$ cat config.mk
export PLATFORM = sky130hd
export DESIGN_NAME = binary_to_roman_numeral_encoder_unit
export DESIGN_NICKNAME = d
export VERILOG_FILES = /design/src/rtl/b2rne_pkg.sv /design/src/rtl/binary_to_roman_numeral_encoder_unit.sv /design/src/rtl/b2rne_ctrl.sv /design/src/rtl/b2rne_dp.sv
export SDC_FILE = /design/constraint.sdc
export NUM_CORES = 1
export LEC_CHECK = 0
export BUFFER_PORTS_ARGS = -buffer_cell sky130_fd_sc_hd__buf_2
export CORE_UTILIZATION = 30
export DETAILED_ROUTE_END_ITERATION = 10
export PLACE_DENSITY = 0.48
export SYNTH_ARGS = -nofsm -noshare
export SYNTH_HDL_FRONTEND = slang
export SYNTH_SLANG_ARGS = --single-unit
$ cat constraint.sdc
create_clock -name clk_i -period 5.89 [get_ports clk_i]
set_clock_uncertainty 0.15 [all_clocks]
set_input_delay 0.589 -clock clk_i [delete_from_list [all_inputs] [get_ports clk_i]]
set_output_delay 0.589 -clock clk_i [all_outputs]
set_load 0.005 [all_outputs]
$ cat src/rtl/b2rne_pkg.sv
package b2rne_pkg;

  localparam int unsigned ValueW   = 16;
  localparam int unsigned RestW    = 12;
  localparam int unsigned CharW    = 7;
  localparam int unsigned NumTerms = 13;
  localparam int unsigned TermW    = 4;

  localparam logic [ValueW-1:0] MaxValue = 16'd3999;
  localparam logic [CharW-1:0]  CharNone = 7'd0;

  typedef enum logic {
    StIdle,
    StRun
  } state_e;

  typedef struct packed {
    logic load;
    logic step;
  } cmd_t;

  typedef struct packed {
    logic out_free;
    logic step_last;
  } sts_t;

  function automatic logic [RestW-1:0] term_amount(input logic [TermW-1:0] idx);
    logic [RestW-1:0] amt;
    unique case (idx)
      4'd0:    amt = 12'd1000;
      4'd1:    amt = 12'd900;
      4'd2:    amt = 12'd500;
      4'd3:    amt = 12'd400;
      4'd4:    amt = 12'd100;
      4'd5:    amt = 12'd90;
      4'd6:    amt = 12'd50;
      4'd7:    amt = 12'd40;
      4'd8:    amt = 12'd10;
      4'd9:    amt = 12'd9;
      4'd10:   amt = 12'd5;
      4'd11:   amt = 12'd4;
      default: amt = 12'd1;
    endcase
    return amt;
  endfunction

  function automatic logic [CharW-1:0] term_first(input logic [TermW-1:0] idx);
    logic [CharW-1:0] c;
    unique case (idx)
      4'd0:             c = 7'h4D;
      4'd1, 4'd3, 4'd4: c = 7'h43;
      4'd2:             c = 7'h44;
      4'd5, 4'd7, 4'd8: c = 7'h58;
      4'd6:             c = 7'h4C;
      4'd10:            c = 7'h56;
      default:          c = 7'h49;
    endcase
    return c;
  endfunction

  function automatic logic [CharW-1:0] term_second(input logic [TermW-1:0] idx);
    logic [CharW-1:0] c;
    unique case (idx)
      4'd1:    c = 7'h4D;
      4'd3:    c = 7'h44;
      4'd5:    c = 7'h43;
      4'd7:    c = 7'h4C;
      4'd9:    c = 7'h58;
      4'd11:   c = 7'h56;
      default: c = CharNone;
    endcase
    return c;
  endfunction

endpackage

$ cat src/rtl/binary_to_roman_numeral_encoder_unit.sv
// Roman numeral encoder.
// Input channel: value_i with in_valid_i / in_stall_o. A transaction carries one
// unsigned 16-bit number; values 1 to 3999 are encoded.
// Output channel: char_code_o, last_char_o, range_error_o with out_valid_o /
// out_stall_i. Each transaction carries one ASCII letter (I V X L C D M), most
// significant first; last_char_o marks the final letter of a numeral. Zero or a
// value above 3999 gives a single transaction with range_error_o and
// last_char_o set and char_code_o zero.
// Flow: an accepted number is loaded into the remainder register, then the
// controller steps the letter register; letters follow one per cycle from it
// while the output is not stalled (3888 gives the longest numeral). The next
// number is taken in the cycle after the final letter is produced, while it waits.
// Throughput is set by the single letter register the controller steps.
// A stall on the output holds the current letter and pauses encoding.
// Reset clears the controller and output valid; no output is pending after it.
module binary_to_roman_numeral_encoder_unit (
  input  logic                          clk_i,
  input  logic                          rst_ni,
  input  logic                          in_valid_i,
  output logic                          in_stall_o,
  input  logic [b2rne_pkg::ValueW-1:0]  value_i,
  output logic                          out_valid_o,
  input  logic                          out_stall_i,
  output logic [b2rne_pkg::CharW-1:0]   char_code_o,
  output logic                          last_char_o,
  output logic                          range_error_o
);
  import b2rne_pkg::*;

  cmd_t cmd;
  sts_t sts;

  b2rne_ctrl u_ctrl (
    .clk_i      (clk_i),
    .rst_ni     (rst_ni),
    .in_valid_i (in_valid_i),
    .in_stall_o (in_stall_o),
    .sts_i      (sts),
    .cmd_o      (cmd)
  );

  b2rne_dp u_dp (
    .clk_i         (clk_i),
    .rst_ni        (rst_ni),
    .cmd_i         (cmd),
    .sts_o         (sts),
    .value_i       (value_i),
    .out_valid_o   (out_valid_o),
    .out_stall_i   (out_stall_i),
    .char_code_o   (char_code_o),
    .last_char_o   (last_char_o),
    .range_error_o (range_error_o)
  );

endmodule

$ cat src/rtl/b2rne_ctrl.sv
module b2rne_ctrl (
  input  logic          clk_i,
  input  logic          rst_ni,
  input  logic          in_valid_i,
  output logic          in_stall_o,
  input  b2rne_pkg::sts_t sts_i,
  output b2rne_pkg::cmd_t cmd_o
);
  import b2rne_pkg::*;

  state_e state_q, state_d;

  always_ff @(posedge clk_i or negedge rst_ni) begin
    if (!rst_ni) begin
      state_q <= StIdle;
    end else begin
      state_q <= state_d;
    end
  end

  always_comb begin
    state_d = state_q;
    unique case (state_q)
      StIdle: begin
        if (in_valid_i) state_d = StRun;
      end
      StRun: begin
        if (sts_i.out_free && sts_i.step_last) state_d = StIdle;
      end
      default: state_d = StIdle;
    endcase
  end

  always_comb begin
    in_stall_o = 1'b1;
    cmd_o      = '0;
    unique case (state_q)
      StIdle: begin
        in_stall_o = 1'b0;
        cmd_o.load = in_valid_i;
      end
      StRun: begin
        cmd_o.step = sts_i.out_free;
      end
      default: ;
    endcase
  end

endmodule

$ cat src/rtl/b2rne_dp.sv
module b2rne_dp (
  input  logic                          clk_i,
  input  logic                          rst_ni,
  input  b2rne_pkg::cmd_t               cmd_i,
  output b2rne_pkg::sts_t               sts_o,
  input  logic [b2rne_pkg::ValueW-1:0]  value_i,
  output logic                          out_valid_o,
  input  logic                          out_stall_i,
  output logic [b2rne_pkg::CharW-1:0]   char_code_o,
  output logic                          last_char_o,
  output logic                          range_error_o
);
  import b2rne_pkg::*;

  logic [RestW-1:0] rest_q, rest_d;
  logic [CharW-1:0] second_q, second_d;
  logic             pend_q, pend_d;
  logic             err_q, err_d;
  logic             out_valid_q, out_valid_d;
  logic [CharW-1:0] char_q, char_d;
  logic             last_q, last_d;
  logic             rerr_q, rerr_d;

  logic [TermW-1:0] sel;
  logic [RestW-1:0] rest_sub;
  logic [CharW-1:0] sel_second;

  always_comb begin
    sel = TermW'(NumTerms - 1);
    for (int i = NumTerms - 1; i >= 0; i--) begin
      if (rest_q >= term_amount(TermW'(i))) sel = TermW'(i);
    end
  end

  assign rest_sub   = rest_q - term_amount(sel);
  assign sel_second = term_second(sel);

  always_comb begin
    rest_d   = rest_q;
    second_d = second_q;
    pend_d   = pend_q;
    err_d    = err_q;
    char_d   = char_q;
    last_d   = last_q;
    rerr_d   = rerr_q;
    if (cmd_i.load) begin
      rest_d = value_i[RestW-1:0];
      err_d  = (value_i == '0) || (value_i > MaxValue);
      pend_d = 1'b0;
    end else if (cmd_i.step) begin
      priority if (err_q) begin
        char_d = CharNone;
        last_d = 1'b1;
        rerr_d = 1'b1;
      end else if (pend_q) begin
        char_d = second_q;
        last_d = (rest_q == '0);
        rerr_d = 1'b0;
        pend_d = 1'b0;
      end else begin
        char_d   = term_first(sel);
        rerr_d   = 1'b0;
        rest_d   = rest_sub;
        second_d = sel_second;
        pend_d   = (sel_second != CharNone);
        last_d   = (sel_second == CharNone) && (rest_sub == '0);
      end
    end
  end

  always_comb begin
    sts_o.step_last = last_d;
    sts_o.out_free  = !out_valid_q || !out_stall_i;
    if (cmd_i.step) begin
      out_valid_d = 1'b1;
    end else if (!out_stall_i) begin
      out_valid_d = 1'b0;
    end else begin
      out_valid_d = out_valid_q;
    end
  end

  always_ff @(posedge clk_i or negedge rst_ni) begin
    if (!rst_ni) begin
      out_valid_q <= 1'b0;
      pend_q      <= 1'b0;
      err_q       <= 1'b0;
    end else begin
      out_valid_q <= out_valid_d;
      pend_q      <= pend_d;
      err_q       <= err_d;
    end
  end

  always_ff @(posedge clk_i) begin
    rest_q   <= rest_d;
    second_q <= second_d;
    char_q   <= char_d;
    last_q   <= last_d;
    rerr_q   <= rerr_d;
  end

  assign out_valid_o   = out_valid_q;
  assign char_code_o   = char_q;
  assign last_char_o   = last_q;
  assign range_error_o = rerr_q;

`ifndef ASSERT_OFF
  a_err_result: assert property (@(posedge clk_i) disable iff (!rst_ni)
    out_valid_o && range_error_o |-> (char_code_o == CharNone) && last_char_o)
    else $error("error result carries a letter");

  a_pend_no_err: assert property (@(posedge clk_i) disable iff (!rst_ni)
    pend_q |-> !err_q)
    else $error("second letter pending on an error transaction");

  a_step_rest: assert property (@(posedge clk_i) disable iff (!rst_ni)
    cmd_i.step && !pend_q && !err_q |-> rest_q != '0)
    else $error("letter step with nothing left to encode");
`endif

endmodule

Word-level counts from Yosys, hierarchy flattened
Memory sizes are Yosys's and may differ from the RTL's.
Index checks and enable logic that the tools add are counted.
{"block": "classes", "mux": 35, "n_reduce_logical": 16, "n_addsub": 1, "bitwise": 4, "magnitude_cmp": 13, "n_eq_ne": 9}
{"cell": "two-way mux 12 bit", "count": 4}
{"cell": "two-way mux 4 bit", "count": 11}
{"cell": "case mux 7 bit (6 select lines)", "count": 1}
{"cell": ">= comparator 12 x 10 -> 1 bit (second input constant)", "count": 2}
{"cell": ">= comparator 12 x 3 -> 1 bit (second input constant)", "count": 2}
{"cell": ">= comparator 12 x 4 -> 1 bit (second input constant)", "count": 2}
{"cell": ">= comparator 12 x 6 -> 1 bit (second input constant)", "count": 2}
{"cell": ">= comparator 12 x 7 -> 1 bit (second input constant)", "count": 2}
{"cell": ">= comparator 12 x 9 -> 1 bit (second input constant)", "count": 2}
{"cell": "logical NOT 12 bit", "count": 2}
{"cell": "> comparator 16 x 12 -> 1 bit (second input constant)", "count": 1}
{"cell": "logical NOT 16 bit", "count": 1}
{"cell": "two-way mux 1 bit", "count": 16}
{"cell": "subtractor 12 bit", "count": 1}
{"cell": "== test 4 x 3 -> 1 bit (second input constant)", "count": 2}
{"cell": "== test 4 bit (second input constant)", "count": 2}
{"cell": "logical NOT 7 bit", "count": 1}
{"cell": "two-way mux 7 bit", "count": 1}
{"cell": "nonzero test 7 bit", "count": 1}
{"cell": "== test 4 x 1 -> 1 bit (second input constant)", "count": 1}
{"cell": "== test 4 x 2 -> 1 bit (second input constant)", "count": 1}
{"cell": "!= test 2 bit (second input constant)", "count": 2}
{"cell": "NOT 1 bit", "count": 4}
{"cell": "AND reduction 2 bit", "count": 2}
{"cell": "9 further kinds", "count": 12}
{"block": "word_totals", "reg_bits": 32, "rom_bits": 240, "memories": 2, "in_bits": 20, "out_inout_bits": 11, "elab_cells": 89}
{"memory": "(no name shown)", "words": 16, "width": 10, "read_ports": 1, "rd_ports_with_merged_regs": 0, "write_ports": 0, "line_no": "b2rne_pkg.sv:29", "text": "unique case (idx)"}
{"memory": "(no name shown)", "words": 16, "width": 5, "read_ports": 1, "rd_ports_with_merged_regs": 0, "write_ports": 0, "line_no": "b2rne_pkg.sv:49", "text": "unique case (idx)"}

Depth between registers and ports, before layout
{"block": "depth", "word_depth": 24, "depth_mapped": 19, "mapped_depth_nobuf": 16}

Cells and area by module
Synthesis repeated with hierarchy kept, for this count alone.
{"block": "unflattened", "cells_unflattened": 265, "hier_area_um2": 2421.1}
{"mod": "b2rne_dp", "area_per_inst_um2": 2366.0, "cells_each": 260, "n_inst": 1, "seq_area_each_um2": 845.8}
{"mod": "b2rne_ctrl", "area_per_inst_um2": 55.1, "cells_each": 5, "n_inst": 1, "seq_area_each_um2": 25.0}

Least setup slack after synthesis
No wires, ideal clock.
{"block": "synth_timing", "path_kind": "register -> register", "from": "reg u_dp.rest_q[5]", "to": "reg u_ctrl.state_q", "setup_slack_ns": 1.713, "t_required_ns": 5.621, "path_stages_with_launch": 18, "t_arrival_ns": 3.909, "path_buffers": 1, "period_less_slack_ns": 4.177, "setup_time_ns": 0.119, "cell_sequence": "edfxtp_1 > buf_2 > or4b_1 > a211oi_1 > o2111ai_1 > a31oi_2 > inv_1 > ha_1 > mux2i_1 > o21a_1 > ha_1 > nand2b_1 > a21oi_1 > or2_2 > o41ai_1 > xnor2_1 > nand3_1 > o21a_1"}
{"block": "synth_via", "elab_chain_cells": 24, "elab_cells_between_ends": 44, "cone_classes": "add/sub (1); order compare (12); eq/ne (6); mux (19); reduce/logical (5); memory (1)"}
{"element": "from (decl)", "line_no": "b2rne_dp.sv:15", "text": "logic [RestW-1:0] rest_q, rest_d;"}
{"element": "from (signal assigned)", "line_no": "b2rne_dp.sv:96", "text": "rest_q <= rest_d;"}
{"element": ">= comparator 12 x 3 -> 1 bit", "line_no": "b2rne_dp.sv:31", "text": "if (rest_q >= term_amount(TermW'(i))) sel = TermW'(i);"}
{"element": "two-way mux 3 bit", "line_no": "b2rne_dp.sv:31"}
{"element": "two-way mux 4 bit (11 in a row)", "line_no": "b2rne_dp.sv:31"}
{"element": "memory (16 x 10 bit), or another cell as far along"}
{"element": "subtractor 12 bit or case mux 7 bit (6 select lines) (tied branches)", "line_no": "b2rne_dp.sv:35, b2rne_pkg.sv:63"}
{"element": "logical NOT 12 bit or logical NOT 7 bit (tied branches)", "line_no": "b2rne_dp.sv:66", "text": "last_d = (sel_second == CharNone) && (rest_sub == '0);"}
{"element": "logical AND 1 bit", "line_no": "b2rne_dp.sv:66"}
{"element": "two-way mux 1 bit *", "line_no": "b2rne_dp.sv:55", "text": "end else if (pend_q) begin"}
{"element": "two-way mux 1 bit *", "line_no": "b2rne_dp.sv:51", "text": "priority if (err_q) begin"}
{"element": "two-way mux 1 bit *", "line_no": "b2rne_dp.sv:50", "text": "end else if (cmd_i.step) begin"}
{"element": "two-way mux 1 bit *", "line_no": "b2rne_dp.sv:46", "text": "if (cmd_i.load) begin"}
{"element": "logical AND 1 bit *", "line_no": "b2rne_ctrl.sv:28", "text": "if (sts_i.out_free && sts_i.step_last) state_d = StIdle;"}
{"element": "two-way mux 1 bit *", "line_no": "b2rne_ctrl.sv:28"}
{"element": "case mux 1 bit (2 select lines) *", "line_no": "b2rne_ctrl.sv:23", "text": "unique case (state_q)"}
{"element": "via u_ctrl.state_d", "line_no": "b2rne_ctrl.sv:11", "text": "state_e state_q, state_d;"}
{"element": "to (signal assigned)", "line_no": "b2rne_ctrl.sv:15", "text": "state_q <= StIdle;"}
{"element": "to (signal assigned)", "line_no": "b2rne_ctrl.sv:17", "text": "state_q <= state_d;"}
{"element": "to (decl)", "line_no": "b2rne_ctrl.sv:11"}
Mark *: on every way through the listed nets, which the timed path passes. The rest lies on a longest branch.
A chain may end at the register's enable or synchronous reset.

Final worst setup path
{"block": "layout_timing", "from": "reg u_dp.rest_q[3]", "to": "reg u_ctrl.state_q"}
The elaborated chain is that of the path after synthesis.

==> reports/metrics.cfg <==
[drt]
drt_pass1_iterations = 4
route.detailed.drc = 0
drt-vias-per-instance = 5.37
wl_mm = 6.40
ant_nets = 0
avgRoutedWirePerCell_um = 15.4
vias = 2235
first_iter_violations = 89

[grt]
grt_first_pass_wirelength_mm = 10.4
grt-ovfl-total = 0
grt_max_degree = 16
track_usage = 0.157
grt_pass1_vias = 2093
antenna_found_initial = 0

[logic_synthesis]
synth_enable_flop_cells = 25
synth.area.top_cells = edfxtp_1 (31%), ha_1 (7.6%), o21ai_0 (5.3%)
ys.warnings.count = 0
synth_top_area_frac = 0.305
synthFlopType = edfxtp_1
netlist_area_um2 = 2460
syn_inst = 290
synth_seq_cells = 30
yosysSeqAreaShare = 0.354
synth.distinct_cells = 57
synth-async-reset-ratio = 0.133
syn_nets = 326
synth_top_area_cell = edfxtp_1
avgSynthCellArea_um2 = 8.48

[sta]
worst_slew_pin_slew_ns = 1.00
worst_slack_ns = 1.07
max_freq_mhz = 207
finalSetupTns_ns = 0
maxSlewViolCount = 0
relSlewSlack = 0.327
setup_viol = 0
fin_crit_sh = 0.819
rsz0062_at_grt = false
layout_min_cycle_time_ns = 4.82
report.final.hold_viol_count = 0

[critical_path]
start_kind = flip-flop
reg2reg_slack_ns = 1.07
ff2ff_path_depth = 16
worstReg2RegStart = u_dp.rest_q[3]$_DFFE_PP_
r2r-end = u_ctrl.state_q$_DFF_PN0_
cp.required_ns = 5.92
endpoint_kind = flip-flop
worstSetupPathType = flip-flop to flip-flop
crit_arrival_ns = 4.86
worstPathMaxFanout = 12

[power]
pwr_density_cell_nw_per_um2 = 665
ir_worst_vdd_mv = 0.354
combPwrFrac = 0.612
p_seq_frac = 0.288
p_sw_uw = 901
p_clk_frac = 0.100
p_int_uw = 933
p_leak_nw = 1.08
p_sw_frac = 0.492

[cells_and_area]
multi_input_area_um2 = 1450
area_growth_pct = 12.2
drive_gt1_frac = 0.166
regArea_um2 = 871
nFillCells = 839
nets = 349
final_cell_mix = nand2_1 (31), nor2_1 (31), buf_2 (29)
finish.utilization = 0.353
diodes = 0
final_cell_area_um2 = 2760

[hold_path]
hold_class = flip-flop to flip-flop
hold_path_depth = 2
min_to = u_dp.last_char_o$_DFF_P_
hp-start = u_dp.last_char_o$_DFF_P_

[clock_network]
clkSlewWorstSetupHoldPaths_ns = 0.07
clockBufferDepth = 2
clock-sinks = 30
post_cts_buffers = 0
clk_latency_ns = 0.29
tritoncts = yes
htree_levels = 2
cts_resized = 0
cts_buffers = 5
root_buffer = clkbuf_8

[placed_design]
dp_slack_ns = 1.08
gp_congestion = 0.827
dpl-instance-area_um2 = 2650
dp_hpwl_mm = 4.90
portBuffers = 29

[floorplanning]
die-width_um = 92.5
fp.dieH_um = 92.5
rows = 32
die-area_um2 = 8560
core_um2 = 7810
design.portCount = 31
initial_core_util = 0.315

[outcome]
outcome = complete, no violations

[job]
drv_cap = 0

## cell usage after synthesis (all sizes together), types with 2 or more instances
master  instances
a221oi          2
and3            3
inv            15
o211ai          4
nor2           32
a211oi          4
nor2b           3
o21a            8
dfrtp           4
a32o            2
a31oi           5
nor4            7
edfxtp         25
o31ai           2
o21ai          27
or3             3
nor3            8
or4b            2
o41ai           3
buf             6
nand3          13
or2             3
nand2b          7
nand4           3
ha             15
o22ai           2
a21oi          22
nand2          31
clkbuf          8
xor2            5
o31a            2
## routing by layer
layer	track usage	routed length, um	vias up
li1	-	-	1117
met1	0.209	3070	1061
met2	0.257	3080	55
met3	0.0263	232	2
met4	0.0508	17	0
met5	0	0	-
## power groups by stage
stage               clock network [mW]  registers, mW  logic, mW
floorplan                            0          0.465      0.903
global placement                     0          0.533       1.13
detailed placement                   0          0.532       1.11
CTS                              0.188          0.528       1.12
global route                     0.194          0.546       1.27
finish                           0.184          0.528       1.12
## sequential cells by signal (all words and copies together) (netlist names)
signal and count:
u_dp.second_q 6, u_dp.last_char_o 1, u_dp.err_q 1, u_dp.pend_q 1
u_dp.char_code_o 6, u_dp.range_error_o 1, u_ctrl.state_q 1, u_dp.rest_q 12
u_dp.out_valid_o 1
## how the worst max path moves through the flow
stage | from | to | cells past startpoint
2_1_floorplan | u_dp.rest_q[5]$_DFFE_PP_ | u_ctrl.state_q$_DFF_PN0_ | 17
3_3_place_gp | u_dp.rest_q[3]$_DFFE_PP_ | u_ctrl.state_q$_DFF_PN0_ | 16
3_5_place_dp | u_dp.rest_q[3]$_DFFE_PP_ | u_ctrl.state_q$_DFF_PN0_ | 16
4_1_cts | u_dp.rest_q[3]$_DFFE_PP_ | u_ctrl.state_q$_DFF_PN0_ | 16
5_1_grt | u_dp.rest_q[11]$_DFFE_PP_ | u_ctrl.state_q$_DFF_PN0_ | 16
6_report | u_dp.rest_q[3]$_DFFE_PP_ | u_ctrl.state_q$_DFF_PN0_ | 16
## cells by family after synthesis
family | count (synthesis) | synth area share
buffers and inverters | 30 | 0.0560
flip-flops | 30 | 0.354
XOR/XNOR | 6 | 0.0214
AND/OR/NAND/NOR | 117 | 0.240
multiplexers | 2 | 0.00865
AO/OA/AOI/OAI | 88 | 0.234
other | 1 | 0.00153
adder cells (fa/ha/maj) | 16 | 0.0845
## final cells by class
class | count | area share
multi-input combinational | 230 | 0.526
sequential | 30 | 0.316
timing repair buffer | 30 | 0.0562
tap | 102 | 0.0463
clock buffer | 6 | 0.0299
inverter | 16 | 0.0218
clock inverter | 2 | 0.00454
## per-stage QoR
step                power (mW)  cells  hold WS [ns]
CTS                       1.83    416         0.382
floorplan                 1.37    290         0.143
global route              2.01    416         0.411
detailed placement        1.64    407         0.257
global placement          1.66    407         0.258
finish                    1.83    416         0.382
## repair_timing
item                       4_1_cts  5_1_grt
hold endpoints to repair         4        0
hold buffers                     1        0
setup endpoints to repair        0        0
## critical path, stage by stage (launching register included)
cell and delay [ns]:
edfxtp_1 0.58, or4b_1 0.56, a211oi_1 0.26, o2111ai_1 0.14, a31oi_2 0.37, inv_1 0.15, ha_1 0.37, mux2i_1 0.09
o21a_1 0.19, ha_1 0.32, o21ai_0 0.16, a21oi_1 0.09, o31a_1 0.33, o2111a_1 0.26, nor3_1 0.32, nand4_1 0.16
o21a_1 0.20
No activity file was read; power rests on OpenSTA's default activity.
